### src/rtl/lrs_pkg.sv
// ----------------------------------------------------------------------------
// Link reconnect supervisor package
// Payload types, configuration layout, mode codes and reset values.
// ----------------------------------------------------------------------------
package lrs_pkg;

  // Link mode codes
  localparam logic [1:0] MODE_OK    = 2'd0;
  localparam logic [1:0] MODE_RECON = 2'd1;
  localparam logic [1:0] MODE_WAIT  = 2'd2;

  // Configuration register indexes
  localparam logic [1:0] REG_RETRY_INTERVAL = 2'd0;
  localparam logic [1:0] REG_MAX_ATTEMPTS   = 2'd1;
  localparam logic [1:0] REG_MAX_RESTARTS   = 2'd2;
  localparam logic [1:0] REG_WAIT_DURATION  = 2'd3;

  // Configuration reset values
  localparam logic [31:0] RETRY_INTERVAL_RST = 32'd5000;
  localparam logic [7:0]  MAX_ATTEMPTS_RST   = 8'd5;
  localparam logic [7:0]  MAX_RESTARTS_RST   = 8'd3;
  localparam logic [31:0] WAIT_DURATION_RST  = 32'd300000;

  localparam logic [7:0] COUNT_MAX = 8'hFF;

  typedef struct packed {
    logic        link_up;
    logic [31:0] now_ms;
  } lrs_poll_t;

  typedef struct packed {
    logic [1:0] link_mode;
    logic       start_connect;
    logic       restart_request;
    logic [7:0] attempt_count;
    logic [7:0] fail_count;
    logic       fail_count_write;
  } lrs_result_t;

  typedef struct packed {
    logic [1:0]  reg_index;
    logic [31:0] wdata;
  } lrs_cfg_wr_t;

  typedef struct packed {
    logic [31:0] retry_interval;
    logic [7:0]  max_attempts;
    logic [7:0]  max_restarts;
    logic [31:0] wait_duration;
  } lrs_cfg_t;

  // Saturating 8-bit increment
  function automatic logic [7:0] sat_inc8(input logic [7:0] v);
    return (v == COUNT_MAX) ? COUNT_MAX : v + 8'd1;
  endfunction

endpackage

### src/rtl/lrs_chan_if.sv
// ----------------------------------------------------------------------------
// Link reconnect supervisor channel
// Valid/ready channel carrying one payload per transaction.
// ----------------------------------------------------------------------------
interface lrs_chan_if #(
  parameter type payload_t = logic
);
  logic     valid;
  logic     ready;
  payload_t payload;

  modport source (output valid, output payload, input ready);
  modport sink (input valid, input payload, output ready);
endinterface

### src/rtl/lrs_cfg_regs.sv
// ----------------------------------------------------------------------------
// Link reconnect supervisor configuration registers
// Decode configuration writes into the four supervisor limits.
// ----------------------------------------------------------------------------
module lrs_cfg_regs (
  input  logic                clk,
  input  logic                rst,
  input  logic                wr_en,
  input  lrs_pkg::lrs_cfg_wr_t wr,
  output lrs_pkg::lrs_cfg_t   cfg
);
  import lrs_pkg::*;

  always_ff @(posedge clk) begin
    if (rst) begin
      cfg.retry_interval <= RETRY_INTERVAL_RST;
      cfg.max_attempts   <= MAX_ATTEMPTS_RST;
      cfg.max_restarts   <= MAX_RESTARTS_RST;
      cfg.wait_duration  <= WAIT_DURATION_RST;
    end else if (wr_en) begin
      unique case (wr.reg_index)
        REG_RETRY_INTERVAL: cfg.retry_interval <= wr.wdata;
        REG_MAX_ATTEMPTS:   cfg.max_attempts   <= wr.wdata[7:0];
        REG_MAX_RESTARTS:   cfg.max_restarts   <= wr.wdata[7:0];
        REG_WAIT_DURATION:  cfg.wait_duration  <= wr.wdata;
        default: ;
      endcase
    end
  end

endmodule

### src/rtl/lrs_core.sv
// ----------------------------------------------------------------------------
// Link reconnect supervisor core
// Mode state, counters and timestamps, with the per-poll update logic.
// ----------------------------------------------------------------------------
module lrs_core (
  input  logic                 clk,
  input  logic                 rst,
  input  lrs_pkg::lrs_cfg_t    cfg,
  input  logic                 step_en,
  input  lrs_pkg::lrs_poll_t   poll,
  output lrs_pkg::lrs_result_t res
);
  import lrs_pkg::*;

  logic [1:0]  mode;
  logic [7:0]  attempts;
  logic [31:0] last_attempt_time;
  logic [31:0] wait_start_time;
  logic [7:0]  restart_failures;

  logic [1:0]  mode_next;
  logic [7:0]  attempts_next;
  logic [31:0] last_attempt_time_next;
  logic [31:0] wait_start_time_next;
  logic [7:0]  restart_failures_next;

  logic [31:0] since_attempt;
  logic [31:0] since_wait;
  logic [7:0]  attempts_inc;
  logic [7:0]  failures_inc;
  logic        connect;
  logic        restart;
  logic        persist;

  assign since_attempt = poll.now_ms - last_attempt_time;
  assign since_wait    = poll.now_ms - wait_start_time;
  assign attempts_inc  = sat_inc8(attempts);
  assign failures_inc  = sat_inc8(restart_failures);

  always_comb begin
    mode_next              = mode;
    attempts_next          = attempts;
    last_attempt_time_next = last_attempt_time;
    wait_start_time_next   = wait_start_time;
    restart_failures_next  = restart_failures;
    connect                = 1'b0;
    restart                = 1'b0;
    persist                = 1'b0;
    unique case (mode)
      MODE_OK: begin
        if (!poll.link_up) begin
          mode_next              = MODE_RECON;
          attempts_next          = '0;
          last_attempt_time_next = '0;
        end
      end
      MODE_WAIT: begin
        if (since_wait >= cfg.wait_duration) begin
          restart_failures_next = '0;
          persist               = 1'b1;
          connect               = 1'b1;
          mode_next             = MODE_RECON;
        end
      end
      default: begin
        // Reconnecting; the unused code behaves the same way
        mode_next = MODE_RECON;
        if (poll.link_up) begin
          restart_failures_next = '0;
          persist               = 1'b1;
          mode_next             = MODE_OK;
        end else if (since_attempt >= cfg.retry_interval) begin
          last_attempt_time_next = poll.now_ms;
          attempts_next          = attempts_inc;
          connect                = 1'b1;
          if (attempts_inc >= cfg.max_attempts) begin
            restart_failures_next = failures_inc;
            persist               = 1'b1;
            if (failures_inc >= cfg.max_restarts) begin
              mode_next            = MODE_WAIT;
              wait_start_time_next = poll.now_ms;
            end else begin
              restart       = 1'b1;
              attempts_next = '0;
            end
          end
        end
      end
    endcase
  end

  always_ff @(posedge clk) begin
    if (rst) begin
      mode              <= MODE_OK;
      attempts          <= '0;
      last_attempt_time <= '0;
      wait_start_time   <= '0;
      restart_failures  <= '0;
    end else if (step_en) begin
      mode              <= mode_next;
      attempts          <= attempts_next;
      last_attempt_time <= last_attempt_time_next;
      wait_start_time   <= wait_start_time_next;
      restart_failures  <= restart_failures_next;
    end
  end

  assign res.link_mode        = mode_next;
  assign res.start_connect    = connect;
  assign res.restart_request  = restart;
  assign res.attempt_count    = attempts_next;
  assign res.fail_count       = restart_failures_next;
  assign res.fail_count_write = persist;

endmodule

### src/rtl/link_reconnect_supervisor_unit.sv
// ----------------------------------------------------------------------------
// Link reconnect supervisor unit
// Polls a link once per transaction and issues reconnect, restart and
// persist requests.
// ----------------------------------------------------------------------------
//  Channel  Dir  Payload         Notes
//  poll     in   lrs_poll_t      link flag and millisecond timestamp
//  result   out  lrs_result_t    one result transaction per poll
//  cfg      in   lrs_cfg_wr_t    register write, always ready
//
//  A new poll is taken every cycle unless a stalled result holds it back.
//  A poll passes through the poll register, then the result register.
//  The supervisor state updates in the same edge that loads the result.
//  A stalled result holds; the poll register fills behind it, then poll
//  ready drops until the result transaction completes.
//  Synchronous active-high reset returns to ok mode with counts cleared
//  and the configuration at its defaults.
// ----------------------------------------------------------------------------
module link_reconnect_supervisor_unit (
  input logic       clk,
  input logic       rst,
  lrs_chan_if.sink   poll,
  lrs_chan_if.source result,
  lrs_chan_if.sink   cfg
);
  import lrs_pkg::*;

  lrs_cfg_t    cfg_regs;
  lrs_poll_t   poll_q;
  logic        poll_vld;
  lrs_result_t step_res;
  lrs_result_t res_q;
  logic        res_vld;
  logic        advance;

  // Writes land at once; software must write only while idle, unchecked here.
  assign cfg.ready = 1'b1;

  lrs_cfg_regs u_cfg_regs (
    .clk   (clk),
    .rst   (rst),
    .wr_en (cfg.valid),
    .wr    (cfg.payload),
    .cfg   (cfg_regs)
  );

  // Advance the held poll when the result register is free or draining.
  assign advance    = poll_vld && (!res_vld || result.ready);
  assign poll.ready = !poll_vld || advance;

  always_ff @(posedge clk) begin
    if (rst) begin
      poll_vld <= 1'b0;
    end else if (poll.valid && poll.ready) begin
      poll_vld <= 1'b1;
    end else if (advance) begin
      poll_vld <= 1'b0;
    end
  end

  // Capture the poll payload on each accepted transaction.
  always_ff @(posedge clk) begin
    if (poll.valid && poll.ready) begin
      poll_q <= poll.payload;
    end
  end

  lrs_core u_core (
    .clk     (clk),
    .rst     (rst),
    .cfg     (cfg_regs),
    .step_en (advance),
    .poll    (poll_q),
    .res     (step_res)
  );

  // Result register: load on advance, drop once the transaction completes.
  always_ff @(posedge clk) begin
    if (rst) begin
      res_vld <= 1'b0;
    end else if (advance) begin
      res_vld <= 1'b1;
    end else if (result.ready) begin
      res_vld <= 1'b0;
    end
  end

  always_ff @(posedge clk) begin
    if (advance) begin
      res_q <= step_res;
    end
  end

  assign result.valid   = res_vld;
  assign result.payload = res_q;

endmodule

### src/flat_wrapper.sv
// flat-port wrapper written by rule: the top's interface ports become plain ports
module link_reconnect_supervisor_unit_flat import lrs_pkg::*;
  (clk, rst, poll_valid, poll_payload, poll_ready, result_valid, result_payload, result_ready, cfg_valid, cfg_payload, cfg_ready);
  lrs_chan_if #(.payload_t(lrs_poll_t)) poll_i ();
  lrs_chan_if #(.payload_t(lrs_result_t)) result_i ();
  lrs_chan_if #(.payload_t(lrs_cfg_wr_t)) cfg_i ();
  input logic clk;
  input logic rst;
  input wire logic [$bits(poll_i.valid)-1:0] poll_valid;
  input wire logic [$bits(poll_i.payload)-1:0] poll_payload;
  output wire logic [$bits(poll_i.ready)-1:0] poll_ready;
  output wire logic [$bits(result_i.valid)-1:0] result_valid;
  output wire logic [$bits(result_i.payload)-1:0] result_payload;
  input wire logic [$bits(result_i.ready)-1:0] result_ready;
  input wire logic [$bits(cfg_i.valid)-1:0] cfg_valid;
  input wire logic [$bits(cfg_i.payload)-1:0] cfg_payload;
  output wire logic [$bits(cfg_i.ready)-1:0] cfg_ready;
  assign poll_i.valid = poll_valid;
  assign poll_i.payload = poll_payload;
  assign poll_ready = poll_i.ready;
  assign result_valid = result_i.valid;
  assign result_payload = result_i.payload;
  assign result_i.ready = result_ready;
  assign cfg_i.valid = cfg_valid;
  assign cfg_i.payload = cfg_payload;
  assign cfg_ready = cfg_i.ready;
  link_reconnect_supervisor_unit u_core (.clk(clk), .rst(rst), .poll(poll_i), .result(result_i), .cfg(cfg_i));
endmodule
### config.mk
export PLATFORM = sky130hd
export DESIGN_NAME = link_reconnect_supervisor_unit_flat
export DESIGN_NICKNAME = d
export VERILOG_FILES = /design/src/rtl/lrs_pkg.sv /design/src/rtl/lrs_chan_if.sv /design/src/rtl/lrs_cfg_regs.sv /design/src/rtl/lrs_core.sv /design/src/rtl/link_reconnect_supervisor_unit.sv /design/src/flat_wrapper.sv
export SDC_FILE = /design/constraint.sdc
export NUM_CORES = 1
export LEC_CHECK = 0
export BUFFER_PORTS_ARGS = -buffer_cell sky130_fd_sc_hd__buf_2
export CORE_MARGIN = 3
export CORE_UTILIZATION = 60
export CTS_CLUSTER_DIAMETER = 60
export DETAILED_ROUTE_END_ITERATION = 7
export GPL_ROUTABILITY_DRIVEN = 0
export GPL_TIMING_DRIVEN = 0
export PLACE_DENSITY = 0.82
export SKIP_CTS_REPAIR_TIMING = 1
export SLEW_MARGIN = 5
export SYNTH_ARGS = -nofsm -noshare
export SYNTH_HDL_FRONTEND = slang
export SYNTH_SLANG_ARGS = --single-unit
export TNS_END_PERCENT = 10
### constraint.sdc
create_clock -name clk -period 8.29 [get_ports clk]
set_input_delay 0.829 -clock clk [delete_from_list [all_inputs] [get_ports clk]]
set_output_delay 0.829 -clock clk [all_outputs]
set_load 0.01 [all_outputs]
After elaboration in Yosys (flattened, before gate mapping). Index checks and enable logic that the tools add are counted.

Register bits after elaboration: 218. Input port bits: 72. Logic and storage cells: 94.

Add/sub/neg operators: 4. Magnitude comparators: 4. Equal/unequal tests: 6. Multiplexer cells: 37. Bitwise gates (word level): 5. Reduce and logical (&&, ||, !) cells: 19.

Operators by type and width (number): $mux W32 (3); $mux W8 (11); $ge A32 B32 Y1 (2); $pmux W32 S2 (1); $sub A32 B32 Y32 (2); $pmux W8 S2 (2); $add A8 B1 Y8 const B (2); $eq A8 B8 Y1 const B (2); $ge A8 B8 Y1 (2); $mux W2 (6); $mux W1 (11); $reduce_and A2 Y1 (4); $eq A2 B2 Y1 const B (3); $reduce_and A6 Y1 (1); $reduce_bool A2 Y1 (3); $not A1 Y1 (5); $reduce_or A5 Y1 (1); $logic_not A2 Y1 (2); $pmux W1 S2 (2); $pmux W2 S2 (1); $reduce_and A4 Y1 (1); $eq A2 B1 Y1 const B (1); $logic_and A1 B1 Y1 (2); $logic_not A1 Y1 (2); 2 further kinds (3).

Depth between registers and ports, before layout.
Depth after elaboration: 8. Mapped depth: 25. Depth with buffers taken out: 23.

By module. Synthesis repeated with hierarchy kept, for this count alone.

Cells, all modules: 1488. Area total of the unflattened synthesis: 13828.3 um^2.

Modules (own cells, without submodules): lrs_core (times used 1, cells an instance 1111, area an instance 8826.0 um^2, sequential area each 1641.6 um^2); lrs_cfg_regs (times used 1, cells an instance 311, area an instance 3265.6 um^2, sequential area each 1601.5 um^2); link_reconnect_supervisor_unit (times used 1, cells an instance 66, area an instance 1736.7 um^2, sequential area each 1661.6 um^2).

Worst setup path before layout. No wires, ideal clock.

Path kind: register to register. Start: register u_core.poll_q[0] (netlist bit). End: register u_core.res_q, in the netlist u_core.result.payload[8], data pin. Data arrival time: 4.419 ns. Required time: 8.034 ns. Slack: 3.614 ns. Stages on the path, launching flop included: 25. Period minus slack after synthesis: 4.676 ns. Cell sequence: edfxtp_1 -> inv_1 -> ha_1 -> inv_1 -> fa_1 -> a211o_1 -> or3b_1 -> a21o_1 -> a21oi_1 -> o31ai_1 -> a21boi_1 -> nor2_1 -> o21ai_0 -> xor2_1 -> ha_1 -> nand4_1 -> or2_1 -> nor2_1 -> nand2_1 -> o31ai_4 -> nand3_1 -> and2_1 -> buf_2 -> buf_6 -> a22o_1.

RTL lines: start, declared (RTL line link_reconnect_supervisor_unit.sv:29) `lrs_poll_t poll_q;`; start signal, assigned (RTL line link_reconnect_supervisor_unit.sv:64) `poll_q <= poll.payload;`; end signal, assigned (RTL line link_reconnect_supervisor_unit.sv:90) `res_q <= step_res;`; end, declared (RTL line link_reconnect_supervisor_unit.sv:32) `lrs_result_t res_q;`.

Worst setup path in the final report.
Start: register u_core.poll_q[0] (netlist bit). End: register u_core.u_core.last_attempt_time[7].

Word-level cells in the longest chain between the ends: 4.

RTL lines: $sub A32 B32 Y32 (RTL line lrs_core.sv:35) `assign since_attempt = poll.now_ms - last_attempt_time;`; $ge A32 B32 Y1 (RTL line lrs_core.sv:72) `end else if (since_attempt >= cfg.retry_interval) begin`; $reduce_bool A2 Y1 (no source line); $reduce_and A4 Y1 (no source line); end signal, assigned (RTL line lrs_core.sv:102) `last_attempt_time <= last_attempt_time_next;`; end, declared (RTL line lrs_core.sv:17) `logic [31:0] last_attempt_time;`.

No other way between the ends. A chain may end at the register's enable or synchronous reset.

==> metrics.md <==
| Metric | Value |
|---|---|
| Post-synthesis sequential area ratio | `0.367` |
| Clock skew | `0.0186 ns` |
| Yosys reg bits | `218` |
| Row count | `53` |
| Hold EP | `u_core.u_cfg_regs.cfg[75]` |
| Clock transition at path regs | `0.06 ns` |
| Status | `complete, no violations` |
| Crit. End Element | `flip-flop` |
| Post-Syn Nets | `1804` |
| Minimum clock period | `6.05 ns` |
| Post-DR wirelength/cell | `17.0 um` |
| H-Tree Depth | `1` |
| Power Density | `176 mW/mm^2` |
| Post-DP Area | `0.0142 mm^2` |
| # diodes | `0` |
| Chip Width | `155 um` |
| GR Util All Layers | `0.274` |
| # IOs | `96` |
| Die Area | `0.0241 mm^2` |
| Setup slack after layout | `2.24 ns` |
| Req. time, crit path | `8.67 ns` |
| # DRC | `0` |
| # nets final | `1923` |
| Max Used Layer | `met4` |
| Antenna violations before repair | `0` |
| Leak | `6.29 nW` |
| DR iter-0 viols | `912` |
| Clock Path Buffers | `3` |
| Number of synthesized flops with an enable pin | `54` |
| Primary FF master, synth | `dfxtp_1` |
| DRT met1 WL | `14.7 mm` |
| Met3 wire len | `2.19 mm` |
| 1st-pass router iterations | `5` |
| Slew HR | `0.213` |
| RR Endpoint | `u_core.u_core.last_attempt_time[7]` |
| Multi-input logic area | `0.00758 mm^2` |
| DRT antenna net count | `0` |
| R2R depth | `23` |
| Hold path cells | `2` |
| R2R Path Start | `u_core.poll_q[0]` |
| Critical path launch point type | `flip-flop` |
| Met2 WL | `15.7 mm` |
| Final core occ | `0.699` |
| First-pass GRT wire length | `54.2 mm` |
| Asr flop ratio synth | `0` |
| Setup violations, final | `0` |
| Vias in the first global route | `11.0k` |
| Class of the most critical setup path | `reg -> reg` |
| Critical-path cell list | `inv_1, ha_1, inv_1, fa_1, a211o_1, or3b_1, a21o_1, a21oi_1, o31ai_1, a21boi_1, nor2_1, o21ai_0, xor2_1, ha_1, a21o_1, a21o_1, a21oi_1, o221ai_1, a21oi_1, o31ai_4, o211ai_2, clkbuf_1, o21ai_0` |
| Overall Power | `2.64 mW` |
| Grt ovf | `0` |
| Final Non-Filler Cells | `1998` |
| R2R setup slack | `2.24 ns` |
| Fin area | `0.0150 mm^2` |
| FF/Latch Area | `0.00490 mm^2` |
| Setup TNS | `0 ns` |
| Fin. Hold Viols | `0` |
| Die Ht | `155 um` |
| Max Freq | `165 MHz` |
| Share of cells above drive strength 1 | `0.0900` |
| DP HPWL | `25.8 mm` |
| Commonest cells after routing, fill and taps aside | `nand2_1, dfxtp_1, inv_1, ha_1, a21oi_1` |
| Total CTS buffers | `24` |
| Slew Viols, Final | `0` |
| MaxCap Viol Count | `0` |
| # fillers | `1692` |
| Worst stage delay on the critical path | `0.63 ns` |
| Core ar. | `0.0214 mm^2` |
| Syn_area_per_cell | `8.42 um^2` |
| Worst skew pair latency | `0.53 ns` |
| CTS tree | `yes` |
| CP max-delay cell | `o211ai_2` |
| Wirelength, routed | `33.9 mm` |
| DP Worst Slack | `2.37 ns` |
| Vias post-DR | `11.7k` |
| Placed Cells | `1954` |
| Peak supply drop | `0.000190 V` |
| Area delta synth->final | `12.2%` |
| Vias per inst | `5.86` |
| Hold Path Class | `reg -> reg` |
| CP Max Fanout | `10` |
| Post-Syn Area | `0.0134 mm^2` |
| Initial Utilization | `0.624` |
| Crit share post-route | `0.730` |
| Hold WS | `0.455 ns` |
| Root buf cell | `clkbuf_16` |
| Hold Path Origin | `u_core.u_cfg_regs.cfg[75]` |
| Clock sink count | `218` |
| Synth cell types | `76` |
| Synth Warn # | `0` |
| Commonest non-fill, non-tap cell in the layout | `nand2_1` |
| Largest net degree at the start of global routing | `31` |
| RSZ-0062 raised after global routing | `false` |
| Tightest Pin Transition | `1.18 ns` |
| Mapped Cells | `1586` |
| Arrival @ worst endpoint | `6.43 ns` |
| PortBufs | `92` |
Yosys cell counts, types with 5 or more instances:
cell        n  area [um^2]
a211oi_1   11         82.6
a21o_1     64          480
a21oi_1   135          676
a22o_1     11         96.3
a31oi_1    12         75.1
a32oi_1     8         70.1
and2_1     13         81.3
and3_1      9         56.3
and4_1      7         61.3
buf_2       6         30.0
clkbuf_1   52          195
dfxtp_1   164         3280
edfxtp_1   54         1620
ha_1      144         1800
inv_1     161          604
mux2i_1    40          400
nand2_1   214          803
nand2b_1   18          113
nand3_1    53          265
nand4_1    15         93.8
nor2_1    112          420
nor2b_1    14         87.6
nor3_1      9         45.0
o211ai_1    8         60.1
o21a_1     13         97.6
o21ai_0    80          400
o21ai_1     9         45.0
o21bai_1    9         67.6
o22ai_1     5         31.3
or3_1       5         31.3
xnor2_1    38          333
xor2_1     24          210
per-layer routing:
layer  global-route usage  up-vias
li1                     -     5762
met1                0.370     5421
met2                0.456      433
met3               0.0320       88
met4               0.0992        0
met5                    0        -
layout make-up:
type,instances,share of cell area
Multi-Input combinational cell,1144,0.506
Timing Repair Buffer,93,0.0326
Clock buffer,32,0.0421
Sequential cell,218,0.327
Inverter,162,0.0406
Buffer,62,0.0174
Tap cell,275,0.0230
Clock inverter,12,0.0107
worst max path at each step:
stage / start / to / slack (ns) / depth (start not counted)
final: u_core.poll_q[0] / u_core.u_core.last_attempt_time[7] / 2.24 / 23
after detailed placement: u_core.poll_q[0] / u_core.u_core.attempts[5] / 2.37 / 24
after floorplan: u_core.poll_q[0] / u_core.result.payload[8] / 3.61 / 24
after global routing: u_core.poll_q[0] / u_core.u_core.last_attempt_time[17] / 1.89 / 23
after global placement: u_core.poll_q[0] / u_core.u_core.attempts[3] / 2.57 / 24
after CTS: u_core.poll_q[0] / u_core.u_core.attempts[5] / 2.31 / 24
power breakdown:
group | switching [mW] | internal, mW
sequential | 0.0224 | 1.12
clock | 0.442 | 0.634
combinational | 0.253 | 0.172
registers in the layout, indices dropped and copies added, names as in the netlist:
signal and cells:
u_core.u_cfg_regs.cfg 80, u_core.poll_q 33, u_core.u_core.last_attempt_time 32, u_core.u_core.wait_start_time 32, u_core.result.payload 21, u_core.u_core.attempts 8, u_core.u_core.restart_failures 8, u_core.u_core.mode 2
u_core.poll_vld 1, u_core.result.valid 1
logic make-up after synthesis:
| kind of cell | count (synthesis) | share of synthesized area |
|---|---|---|
| other cells | 1 | 0.000281 |
| simple gates | 485 | 0.163 |
| compound gates | 410 | 0.196 |
| buf+inv | 224 | 0.0649 |
| mux | 40 | 0.0300 |
| xor+xnor | 62 | 0.0407 |
| fa+ha+maj | 146 | 0.138 |
| flops | 218 | 0.367 |
worst max-delay path: cells and delay by family, from the launching register on:
kind	cells	cell delay, ns
DFF	1	0.42
buffers and inverters	3	0.57
xor gates and xnor gates	1	0.18
and+or+nand+nor	2	0.55
adders and majority gates	3	0.86
AOI/OAI and AO/OA	14	3.30
Note: power is estimated with default switching activity, not from simulation.
